--- src/hdl/frc_pkg.sv ---
//------------------------------------------------------------------------------
// frc_pkg
// Shared types and constants of the feature ratio classifier.
//------------------------------------------------------------------------------
`timescale 1ns / 1ps
package frc_pkg;
    localparam int unsigned ID_W   = 64;
    localparam int unsigned OCC_W  = 24;
    localparam int unsigned DOCS_W = 24;
    localparam int unsigned PROD_W = 48;
    localparam int unsigned SUM_W  = 64;
    localparam int unsigned CNT_W  = 32;

    typedef enum logic [2:0] {
        REQ_LOAD_M = 3'd0,
        REQ_LOAD_C = 3'd1,
        REQ_TEST   = 3'd2,
        REQ_FINISH = 3'd3,
        REQ_CLEAR  = 3'd4
    } t_req;

    typedef enum logic [1:0] {
        VERDICT_UNKNOWN = 2'd0,
        VERDICT_CLEAN   = 2'd1,
        VERDICT_MALWARE = 2'd2
    } t_verdict;

    localparam logic CFG_DOCS_M = 1'b0;
    localparam logic CFG_DOCS_C = 1'b1;

    // controller to datapath commands
    typedef struct packed {
        logic load_m;     // write malware table at fill
        logic load_c;
        logic clear;      // fill counts to zero
        logic scan_start; // reset scan pointers / results
        logic scan_step;  // read next entries
        logic mul;        // form num and den
        logic chk;        // extreme test
        logic div_start;
        logic div_step;
        logic accum;      // add result to sum
        logic finish;     // compute verdict and clear accumulators
    } t_cmd;

    typedef struct packed {
        logic scan_done;
        logic div_done;
        logic extreme;    // ratio passes test (also set when infinite)
        logic infinite;   // den zero, num nonzero
        logic q_big;      // integer part saturates
    } t_sts;
endpackage

--- src/hdl/frc_ctrl.sv ---
//------------------------------------------------------------------------------
// frc_ctrl
// Sequencer: accepts a beat, steps the datapath, offers the finish result.
//------------------------------------------------------------------------------
`timescale 1ns / 1ps
module frc_ctrl (
    input  logic              i_clk,
    input  logic              i_rst_n,
    input  logic              i_valid,
    output logic              o_ready,
    input  logic [2:0]        i_req,
    output logic              o_out_valid,
    input  logic              i_out_ready,
    output frc_pkg::t_cmd     o_cmd,
    input  frc_pkg::t_sts     i_sts
);
    typedef enum logic [2:0] {
        S_IDLE, S_SCAN, S_MUL, S_CHK, S_DIV, S_ACC, S_OUT
    } t_state;

    t_state r_state, n_state;
    logic   r_out_valid, n_out_valid;
    logic   acc;

    assign o_ready     = (r_state == S_IDLE);
    assign o_out_valid = r_out_valid;
    assign acc         = i_valid && o_ready;

    always_comb begin
        n_state     = r_state;
        n_out_valid = r_out_valid;
        o_cmd       = '0;
        case (r_state)
            S_IDLE: begin
                if (acc) begin
                    case (i_req)
                        frc_pkg::REQ_LOAD_M: o_cmd.load_m = 1'b1;
                        frc_pkg::REQ_LOAD_C: o_cmd.load_c = 1'b1;
                        frc_pkg::REQ_CLEAR:  o_cmd.clear  = 1'b1;
                        frc_pkg::REQ_TEST: begin
                            o_cmd.scan_start = 1'b1;
                            n_state = S_SCAN;
                        end
                        frc_pkg::REQ_FINISH: begin
                            o_cmd.finish = 1'b1;
                            n_out_valid  = 1'b1;
                            n_state      = S_OUT;
                        end
                        default: ;
                    endcase
                end
            end
            S_SCAN: begin
                if (i_sts.scan_done) n_state = S_MUL;
                else o_cmd.scan_step = 1'b1;
            end
            S_MUL: begin
                o_cmd.mul = 1'b1;
                n_state   = S_CHK;
            end
            S_CHK: begin
                o_cmd.chk = 1'b1;
                if (i_sts.extreme && !i_sts.infinite) begin
                    o_cmd.div_start = 1'b1;
                    n_state = i_sts.q_big ? S_ACC : S_DIV;
                end else begin
                    n_state = S_IDLE;
                end
            end
            S_DIV: begin
                if (i_sts.div_done) n_state = S_ACC;
                else o_cmd.div_step = 1'b1;
            end
            S_ACC: begin
                o_cmd.accum = 1'b1;
                n_state     = S_IDLE;
            end
            S_OUT: begin
                if (i_out_ready) begin
                    n_out_valid = 1'b0;
                    n_state     = S_IDLE;
                end
            end
            default: n_state = S_IDLE;
        endcase
    end

    always_ff @(posedge i_clk) begin
        if (!i_rst_n) begin
            r_state     <= S_IDLE;
            r_out_valid <= 1'b0;
        end else begin
            r_state     <= n_state;
            r_out_valid <= n_out_valid;
        end
    end
endmodule

--- config.mk ---
export PLATFORM = sky130hd
export DESIGN_NAME = frc_ctrl
export DESIGN_NICKNAME = d
export VERILOG_FILES = /design/src/hdl/frc_pkg.sv /design/src/hdl/frc_ctrl.sv
export SDC_FILE = /design/constraint.sdc
export NUM_CORES = 1
export LEC_CHECK = 0
export BUFFER_PORTS_ARGS = -buffer_cell sky130_fd_sc_hd__buf_2
export CORE_AREA = 2 2 39 41
export DETAILED_ROUTE_END_ITERATION = 16
export DIE_AREA = 0 0 41 43
export PLACE_DENSITY_LB_ADDON = 0.12
export RECOVER_POWER = 50
export SYNTH_ARGS = -nofsm -noshare
export SYNTH_HDL_FRONTEND = slang
export SYNTH_SLANG_ARGS = --single-unit
--- constraint.sdc ---
create_clock -name i_clk -period 2.1 [get_ports i_clk]
set_input_delay 0.42 -clock i_clk [delete_from_list [all_inputs] [get_ports i_clk]]
set_output_delay 0.42 -clock i_clk [all_outputs]
set_load 0.01 [all_outputs]
## Word-level counts from Yosys, hierarchy flattened

Cells that the tools add are included.

| operators by class | value |
|---|---|
| mux-type cells | 29 |
| reduce and logical (&&, ||, !) cells | 8 |
| eq/ne operators | 16 |

Operators with widths:

| cell | number |
|---|---|
| 2-to-1 mux 1 bit | 18 |
| case mux 3 bit (6 select lines) | 1 |
| 2-to-1 mux 3 bit | 5 |
| equality test 3 x 2 -> 1 bit, second input constant | 4 |
| equality test 3 bit, second input constant | 4 |
| 2-to-1 mux 4 bit | 2 |
| equality test 3 x 1 -> 1 bit, second input constant | 2 |
| logical NOT 3 bit | 2 |
| inequality test 2 bit, second input constant | 3 |
| case mux 3 bit (2 select lines) | 1 |
| AND reduction 5 bit | 1 |
| inequality test 2 x 1 -> 1 bit, second input constant | 2 |
| AND reduction 4 bit | 1 |
| inequality test 3 x 1 -> 1 bit, second input constant | 1 |
| logical AND 1 bit | 2 |
| 2-to-1 mux 2 bit | 1 |
| case mux 1 bit (2 select lines) | 1 |
| nonzero test 2 bit | 1 |
| logical NOT 1 bit | 1 |

| storage, ports and cells | value |
|---|---|
| output and inout bits | 13 |
| register bits after elaboration | 4 |

## Logic depth before layout (Yosys ltp)

| logic depth | value |
|---|---|
| depth in word-level cells | 4 |
| depth in mapped cells | 6 |
| mapped depth without buffers | 4 |

## Least setup slack after synthesis

Ideal clock, no wire load.

| path | value |
|---|---|
| path kind | register -> output |
| from | reg r_state[1] |
| to | out o_cmd[8] in the netlist's numbering |
| path buffers | 1 |
| arrival time | 1.209 ns |
| stages on the path, launching flop included | 5 |
| path slack | 0.471 ns |
| data required time | 1.680 ns |
| cells stage by stage | dfxtp_1 buf_6 nor3_2 nand3_1 nor3b_1 |

RTL lines:

| item | RTL line | text |
|---|---|---|
| start: declaration | frc_ctrl.sv:21 | `t_state r_state, n_state;` |
| start signal: assignment | frc_ctrl.sv:93 | `r_state <= n_state;` |
| end: declaration | frc_ctrl.sv:14 | `output frc_pkg::t_cmd o_cmd,` |

==> impl_table.tex <==
\begin{tabular}{lr}
\hline
Metric & Value \\
\hline
\multicolumn{2}{l}{\textbf{Outcome}} \\
Outcome & finished, final reports clean \\
\multicolumn{2}{l}{\textbf{Logic synthesis}} \\
Biggest area contributors in the synthesized netlist & dfxtp\_1 (20\%), nor4b\_2 (7.3\%), nand2\_1 (5.5\%) \\
Sequential fraction of the synthesis area & 0.196 \\
Distinct cells, synth & 29 \\
Mean post-synth cell area & around 7.7 um2 \\
Cells after Synth & 53 \\
Synthesized cell area & 409 um2 \\
Dominant cell type by area after synthesis & dfxtp\_1 \\
Prevailing post-synth register cell & dfxtp\_1 \\
Number of flops mapped to enable cells by yosys & 0 \\
Leading cell types by count after synthesis & nand2\_1 (6), nor2\_1 (6), dfxtp\_1 (4) \\
Post-synth net total & 65 \\
Share of synthesized registers carrying an async set or reset & 0 \\
Synth warn & 0 \\
Portion of synthesized cell area occupied by the leading cell type & 0.196 \\
Number of storage elements in the synthesis netlist & 4 \\
\multicolumn{2}{l}{\textbf{Hold path}} \\
Path type of the worst min-delay path & input port to register \\
Cell count of the worst hold path & 3 \\
Worst hold start & i\_rst\_n \\
Hold endpoint & r\_state[0] \\
\multicolumn{2}{l}{\textbf{Power}} \\
Sequential Power Share & 0.351 \\
Clock power share & 0.358 \\
Leakage power & roughly 0.23 nW \\
Total power consumption of the routed design & roughly 0.00026 W \\
Combinational group share of total power & 0.290 \\
Worst IR Drop VDD & around 0.00016 V \\
PD cells & about 480 mW/mm2 \\
Net switching power of the design & 0.0000849 W \\
Pint & about 0.00018 W \\
Share of total power consumed by net switching & 0.321 \\
\multicolumn{2}{l}{\textbf{Floorplan}} \\
Core area & $\sim$0.0014 mm2 \\
Die extent in x & 41 um \\
Initial core utilization & 0.296 \\
Area enclosed by the die boundary & approximately 0.0018 mm2 \\
I/O pin count & 25 \\
Total number of placement rows & 14 \\
Die height & approximately 43 um \\
\multicolumn{2}{l}{\textbf{Finish}} \\
Filler Cell Count & around 160 \\
Number of nets in the layout & $\sim$90 \\
Area of combinational cells with multiple inputs & approximately 290 um2 \\
Fraction of final layout cells sized beyond drive strength 1 & 0.397 \\
Register area & roughly 81 um2 \\
Count of antenna diodes in the layout & 0 \\
Layout-stage area growth over the synthesis result & 33.3\% \\
\multicolumn{2}{l}{\textbf{Placed design}} \\
Number of port buffers & 24 \\
DPL Wire Length & 909 um \\
Final estimated routing congestion in global placement & 0.714 \\
\multicolumn{2}{l}{\textbf{Global routing}} \\
Pin count of the biggest net entering global routing & 15 \\
Overall fraction of global-route tracks in use & 0.152 \\
Gr ovfl total & 0 \\
Number of global-route vias before repair & approximately 460 \\
Global-route wire length before repair & $\sim$1.9 mm \\
Number of antenna violations at the first check in global routing & 0 \\
\multicolumn{2}{l}{\textbf{Timing}} \\
Final Hold Violating Endpoints & 0 \\
Slew Limit Fails & 0 \\
Setup repair after global routing missed its margin & no \\
Worst slew margin & 0.751 \\
Maximum operating frequency & about 0.53 GHz \\
Sum of negative setup slack & 0 ps \\
Time the worst path needs with I/O delays and setup & about 1900 ps \\
Setup violation total in the final timing report & 0 \\
Final worst clock skew & 1.54 ps \\
Share of the clock period used by the worst path after layout & 0.898 \\
Transition at the pin with the smallest max-transition slack & $\sim$370 ps \\
\multicolumn{2}{l}{\textbf{CTS}} \\
Number of H-tree levels & 1 \\
Clock Sinks & 4 \\
CTS Buf Count & 3 \\
CTS tree & built \\
Number of hold buffers added after CTS & 0 \\
Clock Tree Root & clkbuf\_4 \\
Max Buffers Root-to-Sink & 2 \\
Clock slew seen by the registers of the worst setup and hold paths & roughly 40 ps \\
Clock insertion delay at the later pin of the skew report & around 230 ps \\
\multicolumn{2}{l}{\textbf{Setup path}} \\
Flop-to-flop setup slack & $\sim$520 ps \\
Kind of launch point of the worst setup path & register \\
Path depth of the worst reg2reg path & 4 \\
Capture point of the worst reg-to-reg path & r\_state[2] \\
Worst reg2reg startpoint & r\_state[2] \\
CP max FO & 9 \\
Element type at the critical path end & primary output \\
Kind of critical path & register to primary output \\
Arr. time, crit path & 1470 ps \\
Required arrival time at the worst endpoint & 1680 ps \\
\multicolumn{2}{l}{\textbf{Drt}} \\
Detailed-route vias per instance & between 5 and 6 \\
Antenna violation net count after detailed routing & 0 \\
Router iterations before antenna repair & 4 \\
Drt wl/cell & between 10 and 15 um \\
Total via count after detailed routing & between 400 and 500 \\
Remaining DRCs & 0 \\
Total routed wirelength & between 1 and 1.5 mm \\
Iter 0 DRT Violations & 5 \\
\multicolumn{2}{l}{\textbf{Run}} \\
\# Max-Cap Violations & 0 \\
\hline
\end{tabular}
[final cells by class]
cell class,count,share of cell area
Clock buffer,3,0.0413
Timing Repair Buffer,26,0.227
Sequential cell,4,0.149
Inverter,2,0.0138
Multi-Input combinational cell,43,0.532
Tap cell,16,0.0367
[timing repair]
item                                    4_1_cts  5_1_grt
endpoints found under the setup margin        0        1
resized for setup                             0        1
hold endpoints to repair                      0        0
setup buffers                                 0        0
[power groups by stage]
stage	logic, W	registers [W]	clock network [W]
2_1_floorplan	0.0000580	0.0000857	0
3_3_place_gp	0.0000801	0.0000947	0
3_5_place_dp	0.0000800	0.0000943	0
4_1_cts	0.0000803	0.0000929	0.0000989
5_1_grt	0.0000860	0.0000948	0.000104
6_report	0.0000768	0.0000930	0.0000947
[worst max-delay path, cell delays in order, from the launching register on]
cell and delay (ps):
dfxtp_1 390, nor3_1 310, nand3_1 170, nor3b_1 200, buf_2 150
[layout by cell type (no fill, tap or decap), drive strengths merged, types with 2 or more instances in the layout]
cell     n
a211oi   2
buf     21
nor3b    2
dfxtp    4
a21oi    3
nor3     2
nand2b   3
nor4b    3
o31ai    2
nand2    6
o21ai    2
inv      2
nor2     7
clkbuf   8
[metal layers]
layer  wire length (um)  GRT usage  vias to the layer above
met5                  0          0                        -
met4                  0     0.0200                        0
met3                 71     0.0314                        0
met2                554      0.259                       17
met1                500      0.192                      227
li1                   -          -                      249
[sequential cells by signal, summed over array words and instances, names as in the netlist]
| register | flops |
|---|---|
| r_state | 3 |
| o_out_valid | 1 |
[through the flow]
stage	util	hold WS [ps]	area, um2	setup slack, ps	cells
4_1_cts	0.405	438	561	153	94
2_1_floorplan	-	535	409	471	53
6_report	0.394	440	546	214	94
3_5_place_dp	0.389	517	538	401	91
5_1_grt	0.394	472	546	73.2	94
3_3_place_gp	0.389	537	538	384	91
[cells by family (layout without fill, tap and decap cells)]
logic type,count (synthesis),after routing,synth area share
AND/OR/NAND/NOR,30,30,0.465
flip-flops,4,4,0.196
buffers and inverters,6,31,0.0826
AO/OA/AOI/OAI,12,12,0.232
multiplexers,1,1,0.0245
[worst max path at each step]
stage / from / endpoint / slack [ps] / depth (start not counted)
after global placement: r_state[0] / o_cmd[3] / 380 / 3
after floorplan: r_state[1] / o_cmd[8] / 470 / 4
after global routing: r_state[1] / o_cmd[8] / 70 / 4
final: r_state[1] / o_cmd[8] / 210 / 4
after CTS: r_state[0] / o_cmd[3] / 150 / 3
after detailed placement: r_state[0] / o_cmd[3] / 400 / 3
(Power assumes the default switching activity.)
